[src/rtl/core/mcg_pkg.sv]
// ----------------------------------------------------------------------------
// mcg_pkg
// Types and codes shared by the motor command guard: item structs, mode
// states, operation, action, error and configuration register codes.
// ----------------------------------------------------------------------------
package mcg_pkg;

  // field widths
  localparam int FREQ_W    = 20;
  localparam int FAULT_W   = 8;
  localparam int OP_W      = 4;
  localparam int ACT_W     = 3;
  localparam int MODE_W    = 2;
  localparam int ERR_W     = 3;
  localparam int CFG_IDX_W = 2;

  // operation codes
  localparam logic [OP_W-1:0] OP_START_FWD   = 4'd0;
  localparam logic [OP_W-1:0] OP_START_BACK  = 4'd1;
  localparam logic [OP_W-1:0] OP_CHANGE_FREQ = 4'd2;
  localparam logic [OP_W-1:0] OP_STOP        = 4'd3;
  localparam logic [OP_W-1:0] OP_ESTOP       = 4'd4;
  localparam logic [OP_W-1:0] OP_RESET_ESTOP = 4'd5;
  localparam logic [OP_W-1:0] OP_DRV_STOPPED = 4'd6;
  localparam logic [OP_W-1:0] OP_DRV_ESTOP   = 4'd7;
  localparam logic [OP_W-1:0] OP_DRV_FAULT   = 4'd8;

  // drive actions
  localparam logic [ACT_W-1:0] ACT_NONE       = 3'd0;
  localparam logic [ACT_W-1:0] ACT_START_FWD  = 3'd1;
  localparam logic [ACT_W-1:0] ACT_START_BACK = 3'd2;
  localparam logic [ACT_W-1:0] ACT_SET_FREQ   = 3'd3;
  localparam logic [ACT_W-1:0] ACT_STOP       = 3'd4;
  localparam logic [ACT_W-1:0] ACT_ESTOP      = 3'd5;

  // reported mode codes
  localparam logic [MODE_W-1:0] MODE_IDLE  = 2'd0;
  localparam logic [MODE_W-1:0] MODE_FWD   = 2'd1;
  localparam logic [MODE_W-1:0] MODE_BACK  = 2'd2;
  localparam logic [MODE_W-1:0] MODE_ESTOP = 2'd3;

  // error codes
  localparam logic [ERR_W-1:0] ERR_OK          = 3'd0;
  localparam logic [ERR_W-1:0] ERR_EMERGENCY   = 3'd1;
  localparam logic [ERR_W-1:0] ERR_RUNNING     = 3'd2;
  localparam logic [ERR_W-1:0] ERR_NOT_RUNNING = 3'd3;
  localparam logic [ERR_W-1:0] ERR_FREQ        = 3'd4;
  localparam logic [ERR_W-1:0] ERR_FWD_LIMIT   = 3'd5;
  localparam logic [ERR_W-1:0] ERR_BACK_LIMIT  = 3'd6;

  // configuration register indexes
  localparam logic [CFG_IDX_W-1:0] CFG_MIN_FREQ = 2'd0;
  localparam logic [CFG_IDX_W-1:0] CFG_MAX_FREQ = 2'd1;

  // configuration reset values
  localparam logic [FREQ_W-1:0] MIN_FREQ_RST = FREQ_W'(1);
  localparam logic [FREQ_W-1:0] MAX_FREQ_RST = '1;

  // motor mode state, one-hot
  typedef enum logic [3:0] {
    S_IDLE  = 4'b0001,
    S_FWD   = 4'b0010,
    S_BACK  = 4'b0100,
    S_ESTOP = 4'b1000
  } mode_state_t;

  typedef struct packed {
    logic [OP_W-1:0]    operation;
    logic [FREQ_W-1:0]  frequency_hz;
    logic               limit_end;
    logic               limit_home;
    logic [FAULT_W-1:0] fault_in;
  } mcg_in_t;

  typedef struct packed {
    logic [ACT_W-1:0]   drive_action;
    logic [FREQ_W-1:0]  drive_frequency;
    logic [MODE_W-1:0]  motor_mode;
    logic [FREQ_W-1:0]  running_frequency;
    logic [FAULT_W-1:0] fault_code;
    logic [ERR_W-1:0]   error_code;
  } mcg_out_t;

  typedef struct packed {
    logic [FREQ_W-1:0] min_frequency;
    logic [FREQ_W-1:0] max_frequency;
  } mcg_cfg_t;

  // one-hot state to reported mode code
  function automatic logic [MODE_W-1:0] mode_code(mode_state_t s);
    logic [MODE_W-1:0] code;
    unique case (s)
      S_IDLE:  code = MODE_IDLE;
      S_FWD:   code = MODE_FWD;
      S_BACK:  code = MODE_BACK;
      S_ESTOP: code = MODE_ESTOP;
      default: code = MODE_IDLE;
    endcase
    return code;
  endfunction

endpackage

[src/rtl/core/mcg_cfg_regs.sv]
// ----------------------------------------------------------------------------
// mcg_cfg_regs
// Frequency range registers, written through the configuration channel.
// ----------------------------------------------------------------------------
module mcg_cfg_regs
  import mcg_pkg::*;
(
  input  logic                 clk,
  input  logic                 rst_n,
  input  logic                 cfg_valid,
  output logic                 cfg_ready,
  input  logic [CFG_IDX_W-1:0] cfg_index,
  input  logic [FREQ_W-1:0]    cfg_data,
  output mcg_cfg_t             cfg
);

  logic [FREQ_W-1:0] min_freq_r;
  logic [FREQ_W-1:0] max_freq_r;
  logic [FREQ_W-1:0] min_freq_nxt;
  logic [FREQ_W-1:0] max_freq_nxt;

  // writes are always taken
  assign cfg_ready = 1'b1;

  // register decode, unknown indexes are dropped
  always_comb begin
    min_freq_nxt = min_freq_r;
    max_freq_nxt = max_freq_r;
    if (cfg_valid) begin
      unique case (cfg_index)
        CFG_MIN_FREQ: min_freq_nxt = cfg_data;
        CFG_MAX_FREQ: max_freq_nxt = cfg_data;
        default: ;
      endcase
    end
  end

  always_ff @(posedge clk) begin
    if (!rst_n) begin
      min_freq_r <= MIN_FREQ_RST;
      max_freq_r <= MAX_FREQ_RST;
    end else begin
      min_freq_r <= min_freq_nxt;
      max_freq_r <= max_freq_nxt;
    end
  end

  assign cfg.min_frequency = min_freq_r;
  assign cfg.max_frequency = max_freq_r;

endmodule

[src/rtl/core/mcg_core.sv]
// ----------------------------------------------------------------------------
// mcg_core
// Guard state (mode, running frequency, latched fault) and the single-pass
// check and update logic for one operation.
// ----------------------------------------------------------------------------
module mcg_core
  import mcg_pkg::*;
(
  input  logic     clk,
  input  logic     rst_n,
  input  logic     exec,
  input  mcg_in_t  item,
  input  mcg_cfg_t cfg,
  output mcg_out_t result
);

  mode_state_t        mode_r;
  mode_state_t        mode_nxt;
  logic [FREQ_W-1:0]  freq_r;
  logic [FREQ_W-1:0]  freq_nxt;
  logic [FAULT_W-1:0] fault_r;
  logic [FAULT_W-1:0] fault_nxt;
  logic [ACT_W-1:0]   action;
  logic [FREQ_W-1:0]  dfreq;
  logic [ERR_W-1:0]   err;
  logic               running;
  logic               freq_ok;
  logic               is_fwd;
  logic               limit_hit;

  assign running   = (mode_r == S_FWD) || (mode_r == S_BACK);
  assign freq_ok   = (item.frequency_hz >= cfg.min_frequency) &&
                     (item.frequency_hz <= cfg.max_frequency);
  assign is_fwd    = (item.operation == OP_START_FWD);
  assign limit_hit = is_fwd ? item.limit_end : item.limit_home;

  // operation decode, first failing check wins
  always_comb begin
    mode_nxt  = mode_r;
    freq_nxt  = freq_r;
    fault_nxt = fault_r;
    action    = ACT_NONE;
    dfreq     = '0;
    err       = ERR_OK;
    unique case (item.operation) inside
      OP_START_FWD, OP_START_BACK: begin
        if (mode_r == S_ESTOP) begin
          err = ERR_EMERGENCY;
        end else if (running) begin
          err = ERR_RUNNING;
        end else if (!freq_ok) begin
          err = ERR_FREQ;
        end else if (limit_hit) begin
          err = is_fwd ? ERR_FWD_LIMIT : ERR_BACK_LIMIT;
        end else begin
          action   = is_fwd ? ACT_START_FWD : ACT_START_BACK;
          dfreq    = item.frequency_hz;
          mode_nxt = is_fwd ? S_FWD : S_BACK;
          freq_nxt = item.frequency_hz;
        end
      end
      OP_CHANGE_FREQ: begin
        if (!running) begin
          err = ERR_NOT_RUNNING;
        end else if (!freq_ok) begin
          err = ERR_FREQ;
        end else begin
          action   = ACT_SET_FREQ;
          dfreq    = item.frequency_hz;
          freq_nxt = item.frequency_hz;
        end
      end
      OP_STOP: begin
        if (running) begin
          action   = ACT_STOP;
          mode_nxt = S_IDLE;
          freq_nxt = '0;
        end
      end
      OP_ESTOP: begin
        action   = ACT_ESTOP;
        mode_nxt = S_ESTOP;
        freq_nxt = '0;
      end
      OP_RESET_ESTOP: begin
        if (mode_r == S_ESTOP) begin
          fault_nxt = '0;
          mode_nxt  = S_IDLE;
        end
      end
      OP_DRV_STOPPED: begin
        mode_nxt = S_IDLE;
        freq_nxt = '0;
      end
      OP_DRV_ESTOP: begin
        mode_nxt = S_ESTOP;
        freq_nxt = '0;
      end
      OP_DRV_FAULT: begin
        fault_nxt = item.fault_in;
        mode_nxt  = S_ESTOP;
        freq_nxt  = '0;
      end
      default: ;
    endcase
  end

  // state advances only when an item is executed
  always_ff @(posedge clk) begin
    if (!rst_n) begin
      mode_r  <= S_IDLE;
      freq_r  <= '0;
      fault_r <= '0;
    end else if (exec) begin
      mode_r  <= mode_nxt;
      freq_r  <= freq_nxt;
      fault_r <= fault_nxt;
    end
  end

  // result reflects the state after this item
  assign result.drive_action      = action;
  assign result.drive_frequency   = dfreq;
  assign result.motor_mode        = mode_code(mode_nxt);
  assign result.running_frequency = freq_nxt;
  assign result.fault_code        = fault_nxt;
  assign result.error_code        = err;

endmodule

[src/rtl/core/mcg_out_reg.sv]
// ----------------------------------------------------------------------------
// mcg_out_reg
// Result register holding one item until the receiver takes it.
// ----------------------------------------------------------------------------
module mcg_out_reg
  import mcg_pkg::*;
(
  input  logic     clk,
  input  logic     rst_n,
  input  logic     load,
  input  mcg_out_t result,
  output logic     out_valid,
  input  logic     out_ready,
  output mcg_out_t out_data
);

  logic     valid_r;
  logic     valid_nxt;
  mcg_out_t data_r;

  // load wins over a drain in the same cycle
  always_comb begin
    valid_nxt = valid_r;
    if (load) begin
      valid_nxt = 1'b1;
    end else if (out_ready) begin
      valid_nxt = 1'b0;
    end
  end

  always_ff @(posedge clk) begin
    if (!rst_n) begin
      valid_r <= 1'b0;
    end else begin
      valid_r <= valid_nxt;
    end
  end

  // payload, no reset needed
  always_ff @(posedge clk) begin
    if (load) begin
      data_r <= result;
    end
  end

  assign out_valid = valid_r;
  assign out_data  = data_r;

endmodule

[src/rtl/core/motor_command_guard_fsm_top.sv]
// ----------------------------------------------------------------------------
// motor_command_guard_fsm_top
// Motor command guard: checks host commands and driver events against the
// current motor mode, frequency range and limit switches.
//
// Usage:
//   in_*  : one operation per item (command or driver event), valid/ready.
//   out_* : exactly one result per item: drive action, drive frequency,
//           new mode, running frequency, latched fault and error code.
//   cfg_* : min/max frequency registers, index 0 and 1; write only while
//           no item is in flight. cfg_ready is always high.
// Timing:
//   an item is registered at acceptance; once the result register is free
//   or draining, it is checked, applied to the state and loaded into the
//   result register, which raises out_valid. One item per cycle is
//   sustained while out_ready stays high; the rate is set by the state
//   update between input and result registers.
// Reset and stalls:
//   reset gives mode idle, frequency 0, no fault, range 1 to all ones.
//   while out_ready is low the result holds; the input register still takes
//   one more item, then in_ready drops until the result is taken.
// ----------------------------------------------------------------------------
module motor_command_guard_fsm_top
  import mcg_pkg::*;
(
  input  logic                 clk,
  input  logic                 rst_n,
  input  logic                 in_valid,
  output logic                 in_ready,
  input  mcg_in_t              in_data,
  output logic                 out_valid,
  input  logic                 out_ready,
  output mcg_out_t             out_data,
  input  logic                 cfg_valid,
  output logic                 cfg_ready,
  input  logic [CFG_IDX_W-1:0] cfg_index,
  input  logic [FREQ_W-1:0]    cfg_data
);

  logic     in_v_r;
  logic     in_v_nxt;
  mcg_in_t  in_item_r;
  logic     advance;
  mcg_cfg_t cfg;
  mcg_out_t result;

  // held item moves on when the result register is free or draining
  assign advance  = in_v_r && (!out_valid || out_ready);
  assign in_ready = !in_v_r || advance;

  always_comb begin
    in_v_nxt = in_v_r;
    if (in_valid && in_ready) begin
      in_v_nxt = 1'b1;
    end else if (advance) begin
      in_v_nxt = 1'b0;
    end
  end

  // input register
  always_ff @(posedge clk) begin
    if (!rst_n) begin
      in_v_r <= 1'b0;
    end else begin
      in_v_r <= in_v_nxt;
    end
  end

  always_ff @(posedge clk) begin
    if (in_valid && in_ready) begin
      in_item_r <= in_data;
    end
  end

  mcg_cfg_regs u_cfg_regs (
    .clk       (clk),
    .rst_n     (rst_n),
    .cfg_valid (cfg_valid),
    .cfg_ready (cfg_ready),
    .cfg_index (cfg_index),
    .cfg_data  (cfg_data),
    .cfg       (cfg)
  );

  mcg_core u_core (
    .clk    (clk),
    .rst_n  (rst_n),
    .exec   (advance),
    .item   (in_item_r),
    .cfg    (cfg),
    .result (result)
  );

  mcg_out_reg u_out_reg (
    .clk       (clk),
    .rst_n     (rst_n),
    .load      (advance),
    .result    (result),
    .out_valid (out_valid),
    .out_ready (out_ready),
    .out_data  (out_data)
  );

endmodule

[config.mk]
export PLATFORM = sky130hd
export DESIGN_NAME = motor_command_guard_fsm_top
export DESIGN_NICKNAME = d
export VERILOG_FILES = /design/src/rtl/core/mcg_pkg.sv /design/src/rtl/core/mcg_cfg_regs.sv /design/src/rtl/core/mcg_core.sv /design/src/rtl/core/mcg_out_reg.sv /design/src/rtl/core/motor_command_guard_fsm_top.sv
export SDC_FILE = /design/constraint.sdc
export NUM_CORES = 1
export LEC_CHECK = 0
export ABC_AREA = 1
export BUFFER_PORTS_ARGS = -buffer_cell sky130_fd_sc_hd__buf_4
export CORE_UTILIZATION = 58
export CTS_BUF_LIST = sky130_fd_sc_hd__clkbuf_4 sky130_fd_sc_hd__clkbuf_8
export DETAILED_ROUTE_END_ITERATION = 12
export GPL_TIMING_DRIVEN = 0
export PLACE_DENSITY = 0.81
export REMOVE_ABC_BUFFERS = 1
export SLEW_MARGIN = 10
export SYNTH_ARGS = -nofsm -noshare
export SYNTH_HDL_FRONTEND = slang
export SYNTH_HIERARCHICAL = 1
export SYNTH_SLANG_ARGS = --single-unit
[constraint.sdc]
create_clock -name clk -period 8.9 [get_ports clk]
set_input_delay 1.335 -clock clk [delete_from_list [all_inputs] [get_ports clk]]
set_output_delay 1.335 -clock clk [all_outputs]
set_load 0.05 [all_outputs]
==> tab_implementation.tex, run 1 <==
\begin{tabular}{lr}
\hline
Metric & Value \\
\hline
\multicolumn{2}{l}{\textbf{Synthesis}} \\
Cell area after synthesis & slightly below 8000 um\^{}2 \\
Main area contributors after synthesis & sky130\_fd\_sc\_hd\_\_edfxtp\_1 34\%, sky130\_fd\_sc\_hd\_\_dfxtp\_1 19\%, sky130\_fd\_sc\_hd\_\_nand2\_1 10\% \\
EDFF count, synth & 90 \\
Main synth FF type & sky130\_fd\_sc\_hd\_\_edfxtp\_1 \\
Sequential share of the synthesized area & roughly 53\% \\
Synth unique cells & 34 \\
Synthesized flop and latch total & between 150 and 200 \\
Async set-or-reset flop fraction in the synthesized netlist & 0\% \\
Avg Inst Size Synth & 8.58 um\^{}2 \\
Top-area cell type share of the netlist area & between 30 and 40\% \\
Most frequently used cell type in the post-synthesis netlist & sky130\_fd\_sc\_hd\_\_nand2\_1 \\
Top cells by instance count after synthesis & 214 x sky130\_fd\_sc\_hd\_\_nand2\_1, 154 x sky130\_fd\_sc\_hd\_\_inv\_1, 99 x sky130\_fd\_sc\_hd\_\_nor2\_1, 90 x sky130\_fd\_sc\_hd\_\_edfxtp\_1, 74 x sky130\_fd\_sc\_hd\_\_dfxtp\_1 \\
Syn. warnings & 6 \\
Cell count after synthesis & between 900 and 1000 \\
Largest area contributor in the netlist & sky130\_fd\_sc\_hd\_\_edfxtp\_1 \\
\multicolumn{2}{l}{\textbf{Critical path}} \\
Arrival time of data at the critical path endpoint & around 1.9 ns \\
CP Buf/Inv Count & 3 \\
Endpoint class of the critical path & primary output \\
Slowest library cell on the worst path & sky130\_fd\_sc\_hd\_\_buf\_4 \\
CP max stage delay & 0.21 ns \\
Worst Path Class, Setup & in2out \\
Type of element launching the critical path & primary input \\
Cell repeated most along the worst path & sky130\_fd\_sc\_hd\_\_buf\_4 \\
Crit-path cells & buf\_4 -> inv\_1 -> nand3\_2 -> buf\_4 \\
Worst path top cell family by delay & buffers and inverters \\
Maximum fanout along the worst path & 3 \\
Data required time of the critical path & between 7 and 8 ns \\
\multicolumn{2}{l}{\textbf{Die}} \\
Chip Height & between 100 and 150 um \\
Placement row count & 42 \\
Full die area & 14000 um\^{}2 \\
Horizontal die dimension & roughly 120 um \\
Effective utilization at floorplan & 59.4\% \\
Core area & 13200 um\^{}2 \\
I/O pin total & 120 \\
\multicolumn{2}{l}{\textbf{Global route}} \\
Number of antenna violations at the first check in global routing & 0 \\
Global router's overall resource usage & 24.6\% \\
Largest net degree at the start of global routing & 62 \\
First-pass GRT wire length & between 20 and 30 mm \\
Grt ovf & 0 \\
Vias in the first global route & $\sim$5700 \\
\multicolumn{2}{l}{\textbf{Clock tree}} \\
Register clock-pin slew on the reported worst setup and hold paths & roughly 0.080 ns \\
Total number of clock tree sinks & roughly 160 \\
CTS tree & done \\
Clock latency reported for the late side of the worst-skew pair & 0.45 ns \\
Clock Tree Buf Depth & 2 \\
Buffer count from post-CTS setup fixing & 0 \\
Number of buffers created by CTS & 17 \\
Cell at the root of the clock tree & sky130\_fd\_sc\_hd\_\_clkbuf\_8 \\
CTS hold repair buffers & 0 \\
Number of gates resized after CTS & 0 \\
Level count of the clock H-tree & 4 \\
\multicolumn{2}{l}{\textbf{Timing}} \\
Shortest period the worst path allows & 3.22 ns \\
Final critical-path share of the clock period & a little over a third \\
Post-Route Skew & between 0.01 and 0.015 ns \\
Max transition margin & 35.0\% \\
Final hold violation count & 0 \\
RSZ-0062 raised after global routing & no \\
Max Clock Freq & a little over 0.3 GHz \\
Slew of the pin with the lowest slew margin & between 0.9 and 1 ns \\
Hold Slack & between 0.4 and 0.5 ns \\
Count of pins over their slew limit & 0 \\
Final count of negative-setup-slack endpoints & 0 \\
Setup slack of the critical path after layout & 5.68 ns \\
\multicolumn{2}{l}{\textbf{Place}} \\
Number of I/O port buffers & about 120 \\
Placed cell areas & a little under 9000 um\^{}2 \\
Final HPWL from detailed placement & 11.1 mm \\
Setup slack at placement & about 5.4 ns \\
Placer congestion estimate & roughly 0.86 \\
\multicolumn{2}{l}{\textbf{Drt}} \\
Wire length per cell & 13.6 um \\
DRC viols & 0 \\
Final Routed Wirelength & 16.4 mm \\
Pre-antenna DRT Iters & 5 \\
Vias per cell & roughly 5.2 \\
First-iteration detailed-routing DRC count & a little over 500 \\
Routed Antenna Nets & 0 \\
DR vias & between 6000 and 7000 \\
\multicolumn{2}{l}{\textbf{Power}} \\
Clock network power share & 32.5\% \\
Sw Share & 27.1\% \\
Worst supply voltage drop on vdd & between 100 and 150 uV \\
Combinational share of power & between 15 and 20\% \\
Total power & approximately 1.7 mW \\
Seq pwr share & between 50\% and 60\% \\
Power per cell area & roughly 180 nW/um\^{}2 \\
Internal Pwr Total & 1.22 mW \\
Net switching power & 0.456 mW \\
Static Leakage & 4.62 nW \\
\multicolumn{2}{l}{\textbf{Run status}} \\
Result of the run & finished, final reports clean \\
\multicolumn{2}{l}{\textbf{Run}} \\
Count of max-cap constraint violations & 0 \\
\multicolumn{2}{l}{\textbf{Cells and area}} \\
\# diodes & 0 \\
Fraction of layout instances using a drive strength above 1 & roughly 18\% \\
Post-synthesis to final-layout area growth & 18.3\% \\
Net total in the final layout & 1123 \\
Total non-filler cell area in the finished layout & 9270 um\^{}2 \\
\multicolumn{2}{l}{\textbf{Worst hold path}} \\
Worst min-delay path category & reg2reg \\
\hline
\end{tabular}
kinds of logic after synthesis:
kind of cell               synth area share [%]
AOI/OAI and AO/OA                          6.14
adders and majority gates                  6.38
buffers and inverters                      10.2
DFF                                        53.4
other                                    0.0478
and+or+nand+nor                            23.8
state kept, by name (all words and copies together) (netlist names):
| signal | cells |
|---|---|
| u_out_reg/out_data | 56 |
| in_item_r | 34 |
| u_cfg_regs/max_freq_r | 20 |
| u_cfg_regs/min_freq_r | 20 |
| u_core/freq_r | 20 |
| u_core/fault_r | 8 |
| u_core/mode_r | 4 |
| in_v_r | 1 |
| u_out_reg/out_valid | 1 |
worst register-to-register path: stages (launching register included):
cell,delay (ns)
sky130_fd_sc_hd__edfxtp_1,0.43
sky130_fd_sc_hd__ha_1,0.32
sky130_fd_sc_hd__nand2_1,0.06
sky130_fd_sc_hd__nor2_1,0.21
sky130_fd_sc_hd__nand2_1,0.13
sky130_fd_sc_hd__nor2_1,0.24
sky130_fd_sc_hd__nand2_1,0.09
sky130_fd_sc_hd__nand3_1,0.10
sky130_fd_sc_hd__nand2_2,0.10
sky130_fd_sc_hd__nand2_1,0.15
sky130_fd_sc_hd__inv_1,0.06
sky130_fd_sc_hd__nand2_1,0.09
sky130_fd_sc_hd__nand2_1,0.53
sky130_fd_sc_hd__nand2_1,0.32
sky130_fd_sc_hd__nand3_1,0.11
per-stage QoR:
| stage | util (%) | setup TNS, ns | cells |
|---|---|---|---|
| 2_1_floorplan | - | -36.00 | 881 |
| 3_3_place_gp | 66.2 | -240.99 | 1175 |
| 3_5_place_dp | 67.2 | 0 | 1179 |
| 4_1_cts | 70.3 | 0 | 1211 |
| 5_1_grt | 70.3 | 0 | 1211 |
| 6_report | 70.3 | 0 | 1211 |
final timing paths:
path                         endpoint  depth (start not counted)  slack, ns                     start
max                          in_ready                          4       5.68                 out_ready
min          u_cfg_regs/max_freq_r[2]                          2       0.46  u_cfg_regs/max_freq_r[2]
max reg2reg    u_out_reg/out_data[11]                         14       5.71             in_item_r[29]
min reg2reg  u_cfg_regs/max_freq_r[2]                          2       0.46  u_cfg_regs/max_freq_r[2]
power by group through the flow:
stage	sequential [mW]	combinational, mW	clock [mW]
2_1_floorplan	0.933	0.123	0
3_3_place_gp	0.888	0.254	0
3_5_place_dp	0.884	0.263	0
4_1_cts	0.867	0.266	0.556
5_1_grt	0.872	0.294	0.589
6_report	0.867	0.266	0.546
metal layers:
metal  share of wire, %  wire length [um]  global-route usage (%)  vias to the layer above
met4                2.3               381                    10.2                        0
met5                  0                 0                       0                        -
met2                 46              7620                    38.7                      197
met1                 46              7510                    33.4                     2903
li1                   -                 -                       -                     3165
met3                5.7               939                    4.73                       33
layout make-up:
class	instances	area, um^2
clock buffers	24	312
multi-input cells	559	2870
fillers	1048	3920
well taps	176	220
inverters	158	593
flip-flops and latches	164	4180
repair buffers	122	996
clock inverters	8	98.8
cells in the final DEF, fill, tap and decap left out, types with 8 or more instances in the layout:
master / instances
sky130_fd_sc_hd__a21oi_1: 43
sky130_fd_sc_hd__nor2_1: 99
sky130_fd_sc_hd__dfxtp_1: 74
sky130_fd_sc_hd__buf_4: 118
sky130_fd_sc_hd__nand4_1: 26
sky130_fd_sc_hd__edfxtp_1: 90
sky130_fd_sc_hd__a211oi_1: 8
sky130_fd_sc_hd__nand2_2: 10
sky130_fd_sc_hd__clkbuf_8: 21
sky130_fd_sc_hd__o21ai_0: 23
sky130_fd_sc_hd__nand3_1: 66
sky130_fd_sc_hd__inv_1: 153
sky130_fd_sc_hd__ha_1: 40
sky130_fd_sc_hd__nand2_1: 214
(Power assumes the default switching activity.)
==> inputs of run 2 (changes only) <==
Clock period 8.9 ns to 3.1 ns, I/O delays scaled along.
==> run 2 against run 1 <==
Combinational power rose to 2.9 times the previous value. Via count down 0.35%. Largest cell class unchanged. Non-clock buffer count up 1. Total power rose to 2.9 times the previous value. First-iteration DRC count up 3.9%. Wire length about the same. Final cell count about the same.
==> tab_implementation.tex, run 2 (synthesized netlist as in run 1, its figures left out) <==
\begin{tabular}{lr}
\hline
Metric & Value \\
\hline
\multicolumn{2}{l}{\textbf{Worst hold path}} \\
Worst min-delay path category & in2reg \\
Start point of the worst hold path & in\_data[20] \\
Worst hold path cell count & 1 (-1) \\
Terminating pin of the worst hold path & in\_item\_r[20] \\
\multicolumn{2}{l}{\textbf{Critical path}} \\
Slowest library cell on the worst path & sky130\_fd\_sc\_hd\_\_edfxtp\_1 \\
Depth of the worst register-to-register path & 15 (+1) \\
Terminus of the critical flop-to-flop path & u\_core/freq\_r[15] \\
CP max stage delay & 0.43 ns (+0.22 ns) \\
Endpoint class of the critical path & register \\
CP Buf/Inv Count & 2 (-1) \\
Type of element launching the critical path & register \\
Worst path top cell family by delay & simple AND/OR/NAND/NOR gates \\
Arrival time of data at the critical path endpoint & 3.11 ns (+1.23 ns) \\
Cell repeated most along the worst path & sky130\_fd\_sc\_hd\_\_nand2\_1 \\
Data required time of the critical path & 3.46 ns (-4.11 ns) \\
Launch instance of the worst register-to-register path & in\_item\_r[29] \\
Flop2flop setup slack & 0.35 ns (-5.36 ns) \\
Worst Path Class, Setup & reg2reg \\
Crit-path cells & ha\_1 -> nand2\_1 -> nor2\_1 -> nand2\_1 -> nor2\_1 -> nand4\_1 -> nand2\_2 -> nand2\_1 -> a21oi\_2 -> nand3\_4 -> buf\_12 -> nand2\_1 -> nand3\_1 -> nand2\_1 -> inv\_1 \\
Maximum fanout along the worst path & 15 (+12) \\
Worst setup path startpoint & in\_item\_r[29] \\
\multicolumn{2}{l}{\textbf{Timing}} \\
Final hold violation count & 0 (unchanged) \\
Shortest period the worst path allows & approximately 2.8 ns \\
Setup slack of the critical path after layout & 0.347 ns (-5.34 ns) \\
Final count of negative-setup-slack endpoints & 0 (unchanged) \\
Max Clock Freq & 0.363 GHz \\
Post-Route Skew & 0.0121 ns (+0.00154 ns) \\
RSZ-0062 raised after global routing & no \\
Max transition margin & 33.4\% (-1.6 points) \\
Count of pins over their slew limit & 0 (unchanged) \\
Final critical-path share of the clock period & between 80 and 90\% \\
Slew of the pin with the lowest slew margin & 0.996 ns (+0.0236 ns) \\
Final total negative setup slack & 0 ns (unchanged) \\
\multicolumn{2}{l}{\textbf{Run}} \\
Count of max-cap constraint violations & 0 (unchanged) \\
\multicolumn{2}{l}{\textbf{Clock tree}} \\
Number of buffers created by CTS & 17 (unchanged) \\
Cell at the root of the clock tree & sky130\_fd\_sc\_hd\_\_clkbuf\_8 \\
Level count of the clock H-tree & 4 (unchanged) \\
Clock latency reported for the late side of the worst-skew pair & 0.45 ns (about the same) \\
Total number of clock tree sinks & 164 (unchanged) \\
CTS tree & done \\
Clock Tree Buf Depth & 2 (unchanged) \\
CTS hold repair buffers & 0 (unchanged) \\
Register clock-pin slew on the reported worst setup and hold paths & 0.09 ns (about the same) \\
\multicolumn{2}{l}{\textbf{Power}} \\
Worst supply voltage drop on vdd & 386 uV (+190\%) \\
Power per cell area & 519 nW/um\^{}2 (+190\%) \\
Combinational share of power & 16.0\% (+0.2 points) \\
Seq pwr share & 51.5\% (about the same) \\
Clock network power share & 32.4\% (about the same) \\
Net switching power & 1.31 mW (+190\%) \\
Static Leakage & 4.63 nW (+0.24\%) \\
Internal Pwr Total & 3.52 mW (+190\%) \\
Sw Share & 27.1\% (about the same) \\
\multicolumn{2}{l}{\textbf{Drt}} \\
DRC viols & 0 (unchanged) \\
Routed Antenna Nets & 0 (unchanged) \\
Wire length per cell & 13.6 um (about the same) \\
Final Routed Wirelength & 16.5 mm (about the same) \\
First-iteration detailed-routing DRC count & 534 (+3.9\%) \\
Pre-antenna DRT Iters & 7 (+2) \\
DR vias & 6276 (-0.35\%) \\
Vias per cell & 5.18 (-0.43\%) \\
\multicolumn{2}{l}{\textbf{Cells and area}} \\
Fillers & 1039 (-0.86\%) \\
Number of flip-flops in the largest register & 56 (unchanged) \\
Total non-filler cell area in the finished layout & 9310 um\^{}2 (+0.38\%) \\
Net total in the final layout & 1124 (+0.089\%) \\
Leading cell type in the layout, fill and taps excluded & sky130\_fd\_sc\_hd\_\_nand2\_1 \\
Total area of multi-input combinational cells & 2890 um\^{}2 (+0.52\%) \\
Sequential cell area & 4180 um\^{}2 (unchanged) \\
Fraction of layout instances using a drive strength above 1 & 18.1\% (+0.18 points) \\
\# diodes & 0 (unchanged) \\
Highest-count cells in the layout ignoring fill and taps & 213 x sky130\_fd\_sc\_hd\_\_nand2\_1, 153 x sky130\_fd\_sc\_hd\_\_inv\_1, 118 x sky130\_fd\_sc\_hd\_\_buf\_4, 99 x sky130\_fd\_sc\_hd\_\_nor2\_1, 90 x sky130\_fd\_sc\_hd\_\_edfxtp\_1 \\
Post-synthesis to final-layout area growth & 18.7\% \\
\multicolumn{2}{l}{\textbf{Global route}} \\
Global router's overall resource usage & 24.6\% (unchanged) \\
First-pass GRT wire length & 26.8 mm (unchanged) \\
Number of antenna violations at the first check in global routing & 0 (unchanged) \\
Vias in the first global route & 5667 (unchanged) \\
Grt ovf & 0 (unchanged) \\
Largest net degree at the start of global routing & 62 (unchanged) \\
\multicolumn{2}{l}{\textbf{Die}} \\
Core area & 13200 um\^{}2 (unchanged) \\
Horizontal die dimension & 118 um (unchanged) \\
Chip Height & 118 um (unchanged) \\
Placement row count & 42 (unchanged) \\
Full die area & 14000 um\^{}2 (unchanged) \\
I/O pin total & 120 (unchanged) \\
Effective utilization at floorplan & 59.4\% (unchanged) \\
\multicolumn{2}{l}{\textbf{Run status}} \\
Result of the run & finished, final reports clean \\
\multicolumn{2}{l}{\textbf{Place}} \\
Placed cell areas & 8860 um\^{}2 (unchanged) \\
Number of I/O port buffers & 118 (unchanged) \\
Setup slack at placement & -0.0566 ns (-5.42 ns) \\
Final HPWL from detailed placement & 11.1 mm (unchanged) \\
Placer congestion estimate & 0.863 (unchanged) \\
\hline
\end{tabular}
[run 2: cell count changes in the layout (fill, tap and decap cells not counted), sizes merged]
cell,previous run,this run
buf,122,123
[run 2: worst max-delay path by stage]
stage / endpoint / slack [ns] / cells after the start
2_1_floorplan: u_core/mode_r[1] / -7.49 / 4
3_3_place_gp: u_core/mode_r[3] / -11.89 / 6
3_5_place_dp: u_out_reg/out_data[11] / -0.06 / 14
4_1_cts: u_out_reg/out_data[28] / 0.04 / 12
5_1_grt: u_core/freq_r[7] / 0.10 / 16
6_report: u_core/freq_r[15] / 0.35 / 15
[run 2: per-stage QoR]
stage	power (mW)	std cells	utilization, %	hold slack, ns
floorplan	3.03	881	-	0.429
global placement	3.28	1175	66.2	0.439
detailed placement	3.29	1179	67.2	0.442
CTS	4.85	1211	70.3	0.156
global route	5.05	1212	70.6	0.146
finish	4.83	1212	70.6	0.179
[run 2: power groups by stage]
stage	Clock, mW	Combinational, mW	Sequential [mW]
floorplan	0	0.354	2.68
global placement	0	0.729	2.55
detailed placement	0	0.756	2.54
CTS	1.60	0.762	2.49
global route	1.69	0.855	2.50
finish	1.57	0.775	2.49
[run 2: metal layers]
metal	up-vias	routed length [um]	global-route usage [%]	part of all wire, %
li1	3167	-	-	-
met1	2892	7500	33.4	46
met2	190	7720	38.7	47
met3	27	898	4.73	5.5
met4	0	339	10.2	2.1
met5	-	0	0	0
[run 2: repair_timing]
item / 4_1_cts / 5_1_grt
hold endpoints to repair: 0 / 0
gates cloned: 0 / 0
pin swaps: 0 / 1
setup endpoints to repair: 36 / 40
resized for setup: 1 / 2
buffers inserted: 0 / 1
[run 2: area by class of cell]
cell class | count | share of cell area, %
multi-input combinational | 559 | 31.0
clock buffer | 24 | 3.35
timing repair buffer | 123 | 10.9
sequential | 164 | 44.9
tap | 176 | 2.37
inverter | 158 | 6.37
clock inverter | 8 | 1.06
